**src/rtl/kbdiff_pkg.sv**
```systemverilog
`timescale 1ns / 1ps
`default_nettype none

package kbdiff_pkg;

    localparam int KEY_SLOTS = 5;
    localparam int KEY_FIELDS = 5;
    localparam int NSLOT = (KEY_SLOTS < KEY_FIELDS) ? KEY_SLOTS : KEY_FIELDS;
    localparam int MOD_BITS = 8;
    localparam int EVT_MAX = MOD_BITS + 2 * NSLOT;

    // modifier bits in event order 1,0,3,2,6,7,4,5
    localparam logic [MOD_BITS-1:0][2:0] MOD_ORDER =
        {3'd5, 3'd4, 3'd7, 3'd6, 3'd2, 3'd3, 3'd0, 3'd1};

    typedef logic [NSLOT-1:0][7:0] key_arr_t;
    typedef logic [EVT_MAX-1:0] evmask_t;

    typedef struct packed {
        logic [7:0] modifier_bits;
        logic [7:0] key_a;
        logic [7:0] key_b;
        logic [7:0] key_c;
        logic [7:0] key_d;
        logic [7:0] key_e;
        logic [7:0] error_byte;
    } report_t;

    typedef struct packed {
        logic       is_release;
        logic       is_modifier;
        logic [7:0] event_code;
        logic [7:0] modifiers_now;
        logic       last_event;
    } evt_t;

    typedef struct packed {
        logic       is_release;
        logic       is_modifier;
        logic [7:0] code;
    } cand_ev_t;

    typedef struct packed {
        evmask_t                    mask;
        cand_ev_t [EVT_MAX-1:0]     ev;
        logic [7:0]                 mods;
    } cand_t;

    function automatic logic [7:0] slot_key(report_t rep, int slot);
        logic [7:0] k;
        case (slot)
            0: k = rep.key_a;
            1: k = rep.key_b;
            2: k = rep.key_c;
            3: k = rep.key_d;
            4: k = rep.key_e;
            default: k = 8'h00;
        endcase
        return k;
    endfunction

endpackage

`default_nettype wire

```
**src/rtl/kbdiff_lane.sv**
```systemverilog
`timescale 1ns / 1ps
`default_nettype none

module kbdiff_lane (
    input  wire logic [7:0]          key,
    input  wire kbdiff_pkg::key_arr_t others,
    output logic                     hit
);

    logic found;

    always_comb
    begin
        found = 1'b0;
        for (int j = 0; j < kbdiff_pkg::NSLOT; j++)
        begin
            if (others[j] == key)
            begin
                found = 1'b1;
            end
        end
        hit = (key != 8'h00) && !found;
    end

endmodule

`default_nettype wire

```
**src/rtl/kbdiff_merge.sv**
```systemverilog
`timescale 1ns / 1ps
`default_nettype none

module kbdiff_merge (
    input  wire logic              clk,
    input  wire logic              rst_n,
    input  wire logic              load_valid,
    output logic                   load_stall,
    input  wire kbdiff_pkg::cand_t cand,
    output logic                   evt_valid,
    input  wire logic              evt_stall,
    output kbdiff_pkg::evt_t       evt
);

    kbdiff_pkg::evmask_t                       mask_reg, mask_next;
    kbdiff_pkg::cand_ev_t [kbdiff_pkg::EVT_MAX-1:0] ev_reg, ev_next;
    logic [7:0]                                mods_reg, mods_next;
    logic                                      out_valid_reg, out_valid_next;
    kbdiff_pkg::evt_t                          out_reg, out_next;

    kbdiff_pkg::evmask_t pick, rest, mask_after;
    kbdiff_pkg::cand_ev_t sel;
    logic out_free, pop, load;

    assign out_free   = !out_valid_reg || !evt_stall;
    assign pop        = out_free && (|mask_reg);
    assign pick       = mask_reg & (~mask_reg + kbdiff_pkg::evmask_t'(1));
    assign rest       = mask_reg & ~pick;
    assign mask_after = pop ? rest : mask_reg;
    assign load_stall = |mask_after;
    assign load       = load_valid && !load_stall;

    always_comb
    begin
        sel = '0;
        for (int i = 0; i < kbdiff_pkg::EVT_MAX; i++)
        begin
            if (pick[i])
            begin
                sel = sel | ev_reg[i];
            end
        end
    end

    always_comb
    begin
        mask_next      = load ? cand.mask : mask_after;
        ev_next        = load ? cand.ev : ev_reg;
        mods_next      = load ? cand.mods : mods_reg;
        out_valid_next = pop ? 1'b1 : (out_free ? 1'b0 : out_valid_reg);
        out_next       = out_reg;
        if (pop)
        begin
            out_next.is_release    = sel.is_release;
            out_next.is_modifier   = sel.is_modifier;
            out_next.event_code    = sel.code;
            out_next.modifiers_now = mods_reg;
            out_next.last_event    = (rest == '0);
        end
    end

    always_ff @(posedge clk or negedge rst_n)
    begin
        if (!rst_n)
        begin
            mask_reg      <= '0;
            out_valid_reg <= 1'b0;
        end
        else
        begin
            mask_reg      <= mask_next;
            out_valid_reg <= out_valid_next;
        end
    end

    always_ff @(posedge clk)
    begin
        ev_reg   <= ev_next;
        mods_reg <= mods_next;
        out_reg  <= out_next;
    end

    assign evt_valid = out_valid_reg;
    assign evt       = out_reg;

    a_pick_onehot: assert property (@(posedge clk) disable iff (!rst_n)
        pop |-> $onehot(pick))
        else $error("pending event pick not one-hot");

    a_load_mask: assert property (@(posedge clk) disable iff (!rst_n)
        load |=> (mask_reg == $past(cand.mask)))
        else $error("event mask not captured on load");

    a_idle_ready: assert property (@(posedge clk) disable iff (!rst_n)
        (mask_reg == '0) |-> !load_stall)
        else $error("stall with no pending events");

    a_drain_last: assert property (@(posedge clk) disable iff (!rst_n)
        (pop && rest != '0) |=> (out_valid_reg && !out_reg.last_event))
        else $error("last flag set with events pending");

endmodule

`default_nettype wire

```
**src/rtl/keyboard_report_diff_events.sv**
```systemverilog
// Keyboard report differencer.
// report channel (report_valid / report_stall / report) takes one boot keyboard
// report per transaction. evt channel (evt_valid / evt_stall / evt) gives one
// press or release event per transaction: modifier edges first, then new keys,
// then released keys; last_event marks the final event of a report.
// A report with a nonzero error_byte is taken, gives no events and leaves the
// stored report unchanged. A report equal to the stored one gives no events.
// A taken report's first event passes the pending event mask register, then the
// output register. A report giving N events holds the event sequencer until
// all have left, one event per cycle while the receiver does not stall (up to
// 18); the next report is taken in the cycle the last event of the previous
// one moves out, so unstalled reports of one event or none flow one per cycle.
// When the receiver stalls, the output register holds its event and the
// sequencer, and then report_stall, back up behind it.
// Reset clears the stored report to all zero and drops pending events.
`timescale 1ns / 1ps
`default_nettype none

module keyboard_report_diff_events (
    input  wire logic                clk,
    input  wire logic                rst_n,
    input  wire logic                report_valid,
    output logic                     report_stall,
    input  wire kbdiff_pkg::report_t report,
    output logic                     evt_valid,
    input  wire logic                evt_stall,
    output kbdiff_pkg::evt_t         evt
);

    logic [7:0]           prev_mod_reg, prev_mod_next;
    kbdiff_pkg::key_arr_t prev_keys_reg, prev_keys_next;
    kbdiff_pkg::key_arr_t cur_keys;
    kbdiff_pkg::cand_t    cand;
    logic [kbdiff_pkg::NSLOT-1:0] press_hit, release_hit;
    logic err, accept;

    assign err    = (report.error_byte != 8'h00);
    assign accept = report_valid && !report_stall;

    always_comb
    begin
        for (int i = 0; i < kbdiff_pkg::NSLOT; i++)
        begin
            cur_keys[i] = kbdiff_pkg::slot_key(report, i);
        end
    end

    for (genvar p = 0; p < kbdiff_pkg::NSLOT; p++)
    begin : g_lane
        kbdiff_lane u_press (
            .key    (cur_keys[p]),
            .others (prev_keys_reg),
            .hit    (press_hit[p])
        );
        kbdiff_lane u_release (
            .key    (prev_keys_reg[p]),
            .others (cur_keys),
            .hit    (release_hit[p])
        );
    end

    always_comb
    begin
        logic [2:0] b;
        cand      = '0;
        cand.mods = report.modifier_bits;
        for (int m = 0; m < kbdiff_pkg::MOD_BITS; m++)
        begin
            b = kbdiff_pkg::MOD_ORDER[m];
            cand.mask[m] = !err && (report.modifier_bits[b] != prev_mod_reg[b]);
            cand.ev[m].is_release  = prev_mod_reg[b];
            cand.ev[m].is_modifier = 1'b1;
            cand.ev[m].code        = {5'd0, b};
        end
        for (int p = 0; p < kbdiff_pkg::NSLOT; p++)
        begin
            cand.mask[kbdiff_pkg::MOD_BITS + p] = !err && press_hit[p];
            cand.ev[kbdiff_pkg::MOD_BITS + p].is_release  = 1'b0;
            cand.ev[kbdiff_pkg::MOD_BITS + p].is_modifier = 1'b0;
            cand.ev[kbdiff_pkg::MOD_BITS + p].code        = cur_keys[p];
            cand.mask[kbdiff_pkg::MOD_BITS + kbdiff_pkg::NSLOT + p] =
                !err && release_hit[p];
            cand.ev[kbdiff_pkg::MOD_BITS + kbdiff_pkg::NSLOT + p].is_release  = 1'b1;
            cand.ev[kbdiff_pkg::MOD_BITS + kbdiff_pkg::NSLOT + p].is_modifier = 1'b0;
            cand.ev[kbdiff_pkg::MOD_BITS + kbdiff_pkg::NSLOT + p].code =
                prev_keys_reg[p];
        end
    end

    always_comb
    begin
        prev_mod_next  = prev_mod_reg;
        prev_keys_next = prev_keys_reg;
        if (accept && !err)
        begin
            prev_mod_next  = report.modifier_bits;
            prev_keys_next = cur_keys;
        end
    end

    always_ff @(posedge clk or negedge rst_n)
    begin
        if (!rst_n)
        begin
            prev_mod_reg  <= '0;
            prev_keys_reg <= '0;
        end
        else
        begin
            prev_mod_reg  <= prev_mod_next;
            prev_keys_reg <= prev_keys_next;
        end
    end

    kbdiff_merge u_merge (
        .clk        (clk),
        .rst_n      (rst_n),
        .load_valid (report_valid),
        .load_stall (report_stall),
        .cand       (cand),
        .evt_valid  (evt_valid),
        .evt_stall  (evt_stall),
        .evt        (evt)
    );

    a_err_keeps_state: assert property (@(posedge clk) disable iff (!rst_n)
        (accept && err) |=> (prev_mod_reg == $past(prev_mod_reg)
                             && prev_keys_reg == $past(prev_keys_reg)))
        else $error("error report changed stored state");

    a_err_no_events: assert property (@(posedge clk) disable iff (!rst_n)
        err |-> (cand.mask == '0))
        else $error("error report produced events");

    a_store_on_accept: assert property (@(posedge clk) disable iff (!rst_n)
        (accept && !err) |=> (prev_mod_reg == $past(report.modifier_bits)))
        else $error("stored modifiers not updated");

endmodule

`default_nettype wire

```
**config.mk**
```make
export PLATFORM = sky130hd
export DESIGN_NAME = keyboard_report_diff_events
export DESIGN_NICKNAME = d
export VERILOG_FILES = /design/src/rtl/kbdiff_pkg.sv /design/src/rtl/kbdiff_lane.sv /design/src/rtl/kbdiff_merge.sv /design/src/rtl/keyboard_report_diff_events.sv
export SDC_FILE = /design/constraint.sdc
export NUM_CORES = 1
export LEC_CHECK = 0
export BUFFER_PORTS_ARGS = -buffer_cell sky130_fd_sc_hd__buf_2
export CAP_MARGIN = 5
export CORE_ASPECT_RATIO = 1.25
export CORE_UTILIZATION = 45
export DETAILED_ROUTE_END_ITERATION = 10
export MAX_ROUTING_LAYER = met4
export PLACE_DENSITY = 0.7
export SETUP_SLACK_MARGIN = 0.5
export SLEW_MARGIN = 20
export SYNTH_ARGS = -nofsm -noshare
export SYNTH_HDL_FRONTEND = slang
export SYNTH_SLANG_ARGS = --single-unit
export TNS_END_PERCENT = 30
```
**constraint.sdc**
```tcl
create_clock -name clk -period 21.8 [get_ports clk]
set_input_delay 0 -clock clk [delete_from_list [all_inputs] [get_ports clk]]
set_output_delay 0 -clock clk [all_outputs]
set_load 0.005 [all_outputs]
```
==> flow_summary_export.csv, run 1 <==
group,metric,value,unit
clock_network,cts_buffers,17,
critical_path,critPathMaxFanout,84,
routing,wl_per_cell,23.80,um
clock_network,insertion_delay,0.44,ns
power_and_ir_drop,leakage,0.004384,uW
logic_synthesis,synth_cells,874,
floorplan,rows,60,
grt,grt_max_degree,85,
power_and_ir_drop,ir_drop,46.28,uV
floorplan,core_area,21550,um2
power_and_ir_drop,swShare,27.82,%
grt,grt_usage,27.46,%
logic_synthesis,syn_avg_cell_area,11.34,um2
power_and_ir_drop,power,819.6,uW
power_and_ir_drop,pwr-share-clk,35.6,%
power_and_ir_drop,p_int,591.6,uW
critical_path,end_kind,"register",
cells_and_area,drive_above_1_share,16.70,%
cells_and_area,largest_register_ffs,88,
logic_synthesis,synthTopCellsByArea,"edfxtp_1, dfrtp_1, xnor2_1, xor2_1, mux2_2",
logic_synthesis,synth.distinct_cells,61,
routing,drtAntennaViolNets,0,
logic_synthesis,ys_ff_latch,182,
logic_synthesis,synth_ff_type,"edfxtp_1",
clock_network,htreeDepth,4,
logic_synthesis,post-synth-top-area-fraction,34.84,%
critical_path,cp.required,21.85,ns
logic_synthesis,synth_edf_count,115,
cells_and_area,area_growth,14.50,%
timing,max_freq,0.2258,GHz
logic_synthesis,synth_fp_nets,934,
cells_and_area,final_nets,987,
routing,drtIter0Drc,891,
power_and_ir_drop,combPwrFrac,13.9,%
timing,relSlewSlack,26.34,%
grt,antenna_found_initial,0,
timing,clock_skew,0.01359,ns
cells_and_area,fill_cells,1867,
timing,rsz0062_at_grt,"false",
logic_synthesis,seq_area_frac_synth,51.75,%
critical_path,critPathKind,"reg -> reg",
timing,finalSetupViolCount,0,
power_and_ir_drop,p_seq_share,50.5,%
grt,grt_first_pass_wirelength,43.90,mm
run,drv_cap,0,
critical_path,start_kind,"register",
timing,drv_slew,0,
logic_synthesis,syn_area,9912,um2
power_and_ir_drop,power_density,72.21,nW/um2
outcome,status,"finished, final reports clean",
timing,worstMarginPinSlew,1.105,ns
timing,tns,0,ns
routing,vias,7257,
timing,period_share,20.32,%
timing,fin_crit,4.429,ns
floorplan,floorplan.initialDensity,46.00,%
floorplan,dieHeight,167.9,um
cells_and_area,diodes,0,
logic_synthesis,synth_async_sr_flop_share,36.81,%
clock_network,cts_root_buf,"clkbuf_16",
power_and_ir_drop,p_switching,228.0,uW
timing,finalHoldViolCount,0,
clock_network,clk_path_buf_depth,2,
grt,grt.overflow.total,0,
clock_network,cts_tree,"yes",
clock_network,clkSlewWorstSetupHoldPaths,0.07,ns
floorplan,die_area,22630,um2
placed_design,portBuffers,80,
logic_synthesis,ys_top_cells_by_count,"xnor2_1, edfxtp_1, clkbuf_1",
routing,routed_via_density,5.953,
routing,drc,0,
floorplan,io_pins,81,
routing,wirelength,29.02,mm
placed_design,dp_hpwl,20.25,mm
floorplan,fp.dieW,134.7,um
routing,detail_route.first_pass.iterations,5,
logic_synthesis,synth_top_area_cell,"edfxtp_1",
logic_synthesis,synth_most_common_cell,"xnor2_1",
placed_design,gp_congestion,0.9675,
logic_synthesis,ys_warn_count,0,
grt,grt_pass1_vias,7219,
hold_path,hold_class,"in -> reg",
critical_path,cp.arrival,4.48,ns
clock_network,clock_sinks,182,
## routing by layer
metal	global-route usage [%]	up-vias	routed length, um	share of wire [%]
met3	4.065	67	1815	6.3
met4	11.38	0	997	3.4
li1	-	3275	-	-
met1	32.05	3564	11190	39
met5	-	-	0	0
met2	47.02	351	15010	52
## cell families after synthesis
kind of cell	share of synthesized area [%]
DFF	51.75
adders and majority gates	0.2020
muxes	5.453
xor gates and xnor gates	18.38
AOI/OAI and AO/OA	7.372
and+or+nand+nor	12.22
buffers and inverters	4.620
## timing repair
action	CTS	global route
setup buffers	0	0
hold endpoints to repair	138	0
endpoints found under the setup margin	0	0
hold buffers	49	0
resized for setup	0	0
## through the flow
stage / cells / util (%) / hold WS [ns] / instance area (um2) / setup WS (ns)
global route: 1219 / 52.68 / 0.05432 / 11350 / 17.06
floorplan: 874 / - / -0.2956 / 9912 / 14.85
global placement: 1138 / 47.87 / 0.2238 / 10310 / 17.48
detailed placement: 1138 / 47.87 / 0.2224 / 10310 / 17.43
finish: 1219 / 52.68 / 0.05987 / 11350 / 17.37
CTS: 1219 / 52.68 / 0.06029 / 11350 / 17.42
## cell usage in the layout, fill, tap and decap left out, drive strengths merged, types with 2 or more instances in the layout
cell type,Yosys,routed
and2,2,2
dlygate4sd3,0,49
xor2,64,64
clkinv,0,4
a22oi,5,5
maj3,2,2
and3,3,3
or4,4,4
mux2,48,48
nand4,39,39
nand2,40,40
edfxtp,115,115
a222oi,15,15
a22o,5,5
a221oi,8,8
a211oi,4,4
o21ai,30,30
o22ai,2,2
nor2,40,40
clkbuf,82,18
o211ai,2,2
nor4,51,51
xnor2,144,144
nand3,15,15
nor3,10,10
or3,3,3
o31ai,5,5
buf,22,89
inv,7,16
nor3b,2,2
and4,2,2
a2111oi,2,2
dfrtp,67,67
a21oi,16,16
## area by class of cell
cell class              count  area, um2  area share [%]
repair buffers            138      958.4           8.445
clock inverters            14      115.1           1.014
flip-flops and latches    182       5130           45.20
inverters                   7      26.28          0.2315
well taps                 279      349.1           3.076
multi-input cells         581       4342           38.25
clock buffers              18      429.2           3.781
## worst paths after layout
kind,to,slack (ns),startpoint,cells after the start
min reg2reg,u_merge.evt[2],0.42,u_merge.mods_reg[1],0
min,u_merge.mask_reg[0],0.06,evt_stall,3
max reg2reg,u_merge.ev_reg[85],17.37,u_merge.mask_reg[0],7
max in group asynchronous,prev_mod_reg[7],20.86,rst_n,3
max,u_merge.ev_reg[85],17.37,u_merge.mask_reg[0],7
min in group asynchronous,cand[165],0.31,rst_n,3
## critical path: stages, from the launching register on
cell and delay, ns:
dfrtp_1 0.51, nor4_1 0.73, nand4_1 0.33, o31ai_1 0.64
nand4b_4 0.18, or2_2 0.36, nor2_4 0.32, buf_4 0.83
## power by group through the flow
stage | sequential [uW] | clock, uW | combinational (uW)
floorplan | 408 | 0 | 79.5
detailed placement | 421 | 0 | 106
global placement | 420 | 0 | 105
finish | 414 | 292 | 114
global route | 416 | 307 | 124
CTS | 414 | 295 | 114
Power figures use the tool's default switching activity.
==> run 2, diff against run 1 <==
- ABC_AREA: not set -> 1
- clock period: 21.8 -> 4.4 ns (I/O delays scaled with it)
==> run 2 against run 1 <==
Compared with the run above:
- via count rose by 21%
- setup slack lost 16 ns
- maximum frequency up 35%
- global-route usage increased by 3.7 points
- final area up 5.1%
- area after synthesis is 4.9% higher
- non-clock buffer count did not move
- final cell count increased by 23%
- power increased to 7.1 times the previous value
- sequential share of layout area down 2.2 points
- highest routed layer unchanged
==> flow_summary_export.csv, run 2 <==
group,metric,value,unit
routing,drc,0,
grt,grt_usage,31.14,%
clock_network,clkSlewWorstSetupHoldPaths,0.07,ns
timing,relSlewSlack,23.96,%
logic_synthesis,synthTopCellsByArea,"edfxtp_1, dfrtp_1, xnor2_1, nand2_1, nand4_1",
routing,drtIter0Drc,911,
clock_network,cts_root_buf,"clkbuf_16",
grt,grt_use_met3,6.039,%
logic_synthesis,ys_top_cells_by_count,"nand2_1, xnor2_1, edfxtp_1",
cells_and_area,drive_above_1_share,11.77,%
timing,period_share,74.70,%
power_and_ir_drop,leakage,0.004914,uW
logic_synthesis,syn_area,10400,um2
logic_synthesis,synth.distinct_cells,40,
floorplan,dieHeight,172.0,um
clock_network,clock_sinks,182,
grt,grt_pass1_vias,8435,
timing,setup_ws,1.113,ns
critical_path,cp.arrival,3.44,ns
routing,detail_route.first_pass.iterations,5,
routing,routed_via_density,5.879,
power_and_ir_drop,power_density,485.1,nW/um2
grt,grt.overflow.total,0,
logic_synthesis,synth_cells,1151,
critical_path,critPathLaunch,"u_merge.mask_reg[4]",
cells_and_area,final_cells,1498,
clock_network,cts_tree,"yes",
critical_path,reg2reg_to,"u_merge.ev_reg[120]",
logic_synthesis,synth_fp_nets,1211,
grt,busiest_layer,"met2",
grt,grtUsageMet1,38.99,%
timing,finalSetupViolCount,0,
grt,grt_first_pass_wirelength,51.16,mm
logic_synthesis,synth_top_area_cell,"edfxtp_1",
logic_synthesis,synth_edf_count,115,
grt,grt_max_degree,80,
logic_synthesis,ys_warn_count,0,
cells_and_area,fill_cells,2031,
power_and_ir_drop,pwr-share-clk,27.5,%
run,drv_cap,0,
hold_path,min_from,"report[6]",
critical_path,cp.required,4.55,ns
outcome,status,"finished, final reports clean",
floorplan,io_pins,81,
cells_and_area,final_nets,1262,
logic_synthesis,synth_most_common_cell,"nand2_1",
clock_network,htreeDepth,4,
routing,wirelength,34.17,mm
logic_synthesis,post-synth-top-area-fraction,33.21,%
cells_and_area,diodes,0,
grt,met2_usage,48.63,%
clock_network,insertion_delay,0.45,ns
critical_path,critPathKind,"reg -> reg",
critical_path,critPathCapture,"u_merge.ev_reg[120]",
logic_synthesis,syn_avg_cell_area,9.035,um2
cells_and_area,final_common_cell,"nand2_1",
floorplan,floorplan.initialDensity,46.34,%
timing,fin_crit,3.287,ns
logic_synthesis,synth_ff_type,"edfxtp_1",
cells_and_area,final-seq-area,5130,um2
critical_path,reg2reg_depth,13,
hold_path,hold_class,"in -> reg",
critical_path,crit-reg2reg-launch,"u_merge.mask_reg[4]",
routing,drtAntennaViolNets,0,
grt,antenna_found_initial,0,
floorplan,rows,61,
timing,max_freq,0.3043,GHz
power_and_ir_drop,p_seq_share,45.2,%
placed_design,gp_congestion,0.9851,
timing,worstMarginPinSlew,1.136,ns
power_and_ir_drop,swShare,34.03,%
critical_path,end_kind,"register",
critical_path,worst-r2r-setup-slack,1.11,ns
placed_design,place_inst,1417,
power_and_ir_drop,combPwrFrac,27.3,%
timing,clock_skew,0.009099,ns
cells_and_area,area_growth,14.72,%
placed_design,dp_hpwl,23.39,mm
power_and_ir_drop,power,5787,uW
power_and_ir_drop,p_int,3817,uW
routing,vias,8807,
floorplan,die_area,23720,um2
floorplan,core_area,22440,um2
timing,drv_slew,0,
logic_synthesis,synth_async_sr_flop_share,36.81,%
clock_network,cts_setup_buffers,0,
floorplan,fp.dieW,138.0,um
placed_design,portBuffers,80,
clock_network,clk_path_buf_depth,2,
cells_and_area,layout_common_cells,"nand2_1, xnor2_1, edfxtp_1, nand4_1, buf_2",
timing,finalHoldViolCount,0,
clock_network,cts_buffers,17,
logic_synthesis,seq_area_frac_synth,49.33,%
cells_and_area,largest_register_ffs,88,
timing,tns,0,ns
critical_path,critPathMaxFanout,79,
logic_synthesis,ys_ff_latch,182,
power_and_ir_drop,ir_drop,359.1,uV
cells_and_area,multi_input_area,4609,um2
placed_design,pre_cts_ws,1.169,ns
routing,wl_per_cell,22.81,um
power_and_ir_drop,p_switching,1969,uW
critical_path,start_kind,"register",
timing,rsz0062_at_grt,"false",
## run 2: final cells by class
class | count | share of cell area (%)
inverter | 62 | 2.014
clock inverter | 5 | 0.7132
tap | 283 | 2.968
multi-input combinational | 801 | 38.64
clock buffer | 27 | 4.500
sequential | 182 | 43.00
timing repair buffer | 138 | 8.160
## run 2: repair_timing
item | in CTS | in global routing
hold endpoints to repair | 136 | 0
gates resized for setup | 0 | 0
setup endpoints to repair | 0 | 0
hold buffers | 49 | 0
## run 2: through the flow
stage	utilization (%)	hold slack, ns	area [um2]
after floorplan	-	-0.2956	10410
after global placement	48.19	0.1569	10810
after detailed placement	48.19	0.1560	10810
after CTS	53.15	0.08165	11930
after global routing	53.16	0.1255	11930
final	53.16	0.1007	11930
## run 2: power groups by stage
stage / Clock, uW / Sequential (uW) / Combinational, uW
2_1_floorplan: 0 / 2550 / 1060
3_3_place_gp: 0 / 2630 / 1520
3_5_place_dp: 0 / 2640 / 1530
4_1_cts: 1600 / 2610 / 1570
5_1_grt: 1670 / 2650 / 1710
6_report: 1590 / 2620 / 1580
## run 2: worst min path at each step
stage                     slack, ns  depth (start not counted)              endpoint
final                          0.10                          6  u_merge.mask_reg[14]
after global routing           0.13                          6  u_merge.mask_reg[14]
after CTS                      0.08                          3     u_merge.evt_valid
after detailed placement       0.16                          1             cand[144]
after global placement         0.16                          1             cand[154]
after floorplan               -0.30                          0             cand[138]
## run 2: logic make-up (layout without fill, tap and decap cells)
group | count (synthesis) | count (layout) | share of synthesized area [%]
and+or+nand+nor | 546 | 546 | 24.58
DFF | 182 | 182 | 49.33
xor gates and xnor gates | 178 | 178 | 14.99
buffers and inverters | 168 | 232 | 6.533
AOI/OAI and AO/OA | 77 | 77 | 4.560
## run 2: worst max-delay path, stage by stage, from the launching register on
cell	delay, ns
dfrtp_1	0.42
nor2_1	0.17
nand2_1	0.14
nor2_4	0.28
nand3_4	0.18
nand2_4	0.22
clkinvlp_4	0.15
a21oi_2	0.22
nor2_1	0.06
nand3_1	0.13
nor2_4	0.05
nand2_2	0.08
clkinvlp_4	0.42
buf_12	0.40
## run 2: routing by layer
layer / share of wire, % / wire [um] / vias to the layer above
li1: - / - / 3994
met1: 39 / 13460 / 4263
met2: 49 / 16610 / 445
met3: 7.9 / 2709 / 105
met4: 4.1 / 1388 / 0
met5: 0 / 0 / -
==> run 3, diff against run 2 <==
- PLACE_DENSITY: 0.7 -> 0.72
- clock period: 4.4 -> 2.8 ns (I/O delays scaled with it)
==> run 3 against run 2 <==
Compared with the run above:
- combinational power grew to 2.8 times the previous value
- power up 89%
- maximum frequency rose by 25%
- critical path depth increased by 6
- register-to-register slack worse by 0.95 ns
- largest cell class unchanged
==> flow_summary_export.csv, run 3 (same netlist as run 2, synthesis figures left out) <==
group,metric,value,unit
floorplan,floorplan.initialDensity,46.34,%
power_and_ir_drop,combPwrFrac,40.4,%
timing,max_freq,0.3795,GHz
timing,worstMarginPinSlew,0.7792,ns
timing,relSlewSlack,47.57,%
critical_path,crit-reg2reg-launch,"u_merge.mask_reg[0]",
floorplan,fp.dieW,138.0,um
routing,detail_route.first_pass.iterations,6,
clock_network,cts_buffers,17,
placed_design,dp_hpwl,23.90,mm
grt,grt.overflow.total,0,
critical_path,critPathLaunch,"u_merge.mask_reg[0]",
placed_design,gp_congestion,1.017,
power_and_ir_drop,p_int,6927,uW
clock_network,insertion_delay,0.46,ns
critical_path,critPathMaxFanout,7,
cells_and_area,drive_above_1_share,20.94,%
routing,drtAntennaViolNets,0,
timing,rsz0062_at_grt,"true",
power_and_ir_drop,ir_drop,518.3,uV
power_and_ir_drop,pwr-share-clk,22.0,%
timing,clock_skew,0.01297,ns
timing,period_share,94.12,%
clock_network,cts_root_buf,"clkbuf_16",
cells_and_area,area_growth,26.63,%
outcome,status,"finished, final reports clean",
power_and_ir_drop,power_density,829.3,nW/um2
timing,finalSetupViolCount,0,
cells_and_area,final_nets,1341,
floorplan,die_area,23720,um2
critical_path,start_kind,"register",
grt,grt_first_pass_wirelength,55.35,mm
clock_network,clk_path_buf_depth,2,
routing,routed_via_density,6.162,
grt,grt_max_degree,68,
routing,vias,9724,
power_and_ir_drop,leakage,0.005526,uW
cells_and_area,largest_register_ffs,88,
clock_network,cts_tree,"yes",
timing,drv_slew,0,
critical_path,cp.required,3.14,ns
cells_and_area,final_common_cell,"nand2_1",
critical_path,critPathKind,"reg -> reg",
grt,antenna_found_initial,1,
clock_network,clock_sinks,182,
run,drv_cap,0,
placed_design,postPlaceCellArea,10990,um2
routing,drtIter0Drc,1229,
routing,drc,0,
power_and_ir_drop,power,10920,uW
critical_path,end_kind,"register",
critical_path,cp.arrival,2.97,ns
clock_network,htreeDepth,4,
hold_path,hold_class,"in -> async",
power_and_ir_drop,swShare,36.57,%
cells_and_area,layout_common_cells,"nand2_1, xnor2_1, edfxtp_1, nand4_1, buf_2",
placed_design,portBuffers,80,
floorplan,io_pins,81,
routing,wirelength,38.94,mm
timing,fin_crit,2.635,ns
clock_network,clkSlewWorstSetupHoldPaths,0.08,ns
power_and_ir_drop,p_switching,3993,uW
floorplan,rows,61,
floorplan,dieHeight,172.0,um
routing,wl_per_cell,24.67,um
power_and_ir_drop,p_seq_share,37.6,%
grt,grt_pass1_vias,9170,
grt,grt_usage,33.51,%
cells_and_area,final_area,13170,um2
floorplan,core_area,22440,um2
timing,finalHoldViolCount,0,
==> run 3: cell count changes in the layout (fill, tap and decap cells not counted), sizes merged <==
cell         before  now
inv              58   67
clkbuf           27   25
dlygate4sd3      49   50
buf              89  159
diode             0    1
clkinv            4    7
bufinv            2    0
==> run 3: worst max-delay path, cell delays in order (launching register included) <==
cell	delay (ns)
dfrtp_2	0.43
nor2_4	0.15
nand2_4	0.10
nor2_4	0.13
buf_6	0.15
buf_6	0.11
nand2_4	0.05
clkinv_4	0.05
nand3_2	0.07
nand2_2	0.09
buf_4	0.12
nand3_1	0.08
nor2_1	0.16
nand2_1	0.09
nor2_2	0.16
nand4_4	0.10
buf_12	0.18
clkbuf_16	0.17
nand2_1	0.06
nand2_1	0.08
==> run 3: layout make-up <==
type,count,area (um2)
Fill cell,1833,9271
Sequential cell,182,5136
Multi-Input combinational cell,801,4791
Timing Repair Buffer,217,2054
Clock buffer,17,425.4
Tap cell,283,354.1
Inverter,62,250.2
Clock inverter,15,153.9
Antenna cell,1,2.502
==> run 3: repair_timing <==
action | 4_1_cts | 5_1_grt
gates cloned | 8 | 11
hold buffers | 50 | 0
hold endpoints to repair | 171 | 0
resized for setup | 61 | 28
pin swaps | 16 | 19
buffers inserted | 31 | 10
setup endpoints to repair | 163 | 165
==> run 3: routing by layer <==
metal / vias to the layer above / wire [um] / GRT usage [%]
li1: 4156 / - / -
met1: 4643 / 14030 / 40.34
met2: 725 / 18200 / 51.48
met3: 200 / 4010 / 6.919
met4: 0 / 2696 / 20.32
met5: - / 0 / -
==> run 3: per-stage QoR <==
step	util, %	hold WS (ns)	TNS (ns)	setup slack (ns)	cells
4_1_cts	56.81	0.08087	0	0.2488	1556
3_5_place_dp	48.96	0.06124	0	0.1090	1435
5_1_grt	58.68	0.1373	0	0.09602	1578
2_1_floorplan	-	-0.2956	-105.67	-1.101	1151
6_report	58.68	0.1007	0	0.1647	1578
3_3_place_gp	48.96	0.05489	0	0.1422	1435
==> run 3: power by group through the flow <==
stage	registers, uW	logic [uW]	clock network (uW)
after detailed placement	4140	2530	0
after global routing	4170	4580	2510
after global placement	4120	2490	0
after CTS	4080	3910	2390
final	4110	4410	2400
after floorplan	4010	1660	0
==> run 3: path summary, 6_finish.rpt <==
kind	endpoint	slack, ns	depth (start not counted)
min in group clk	u_merge.evt_valid	0.11	4
max in group asynchronous	u_merge.mask_reg[0]	2.30	3
max reg2reg	cand[183]	0.16	19
max	cand[183]	0.16	19
min	cand[164]	0.10	3
min reg2reg	u_merge.evt[3]	0.42	0
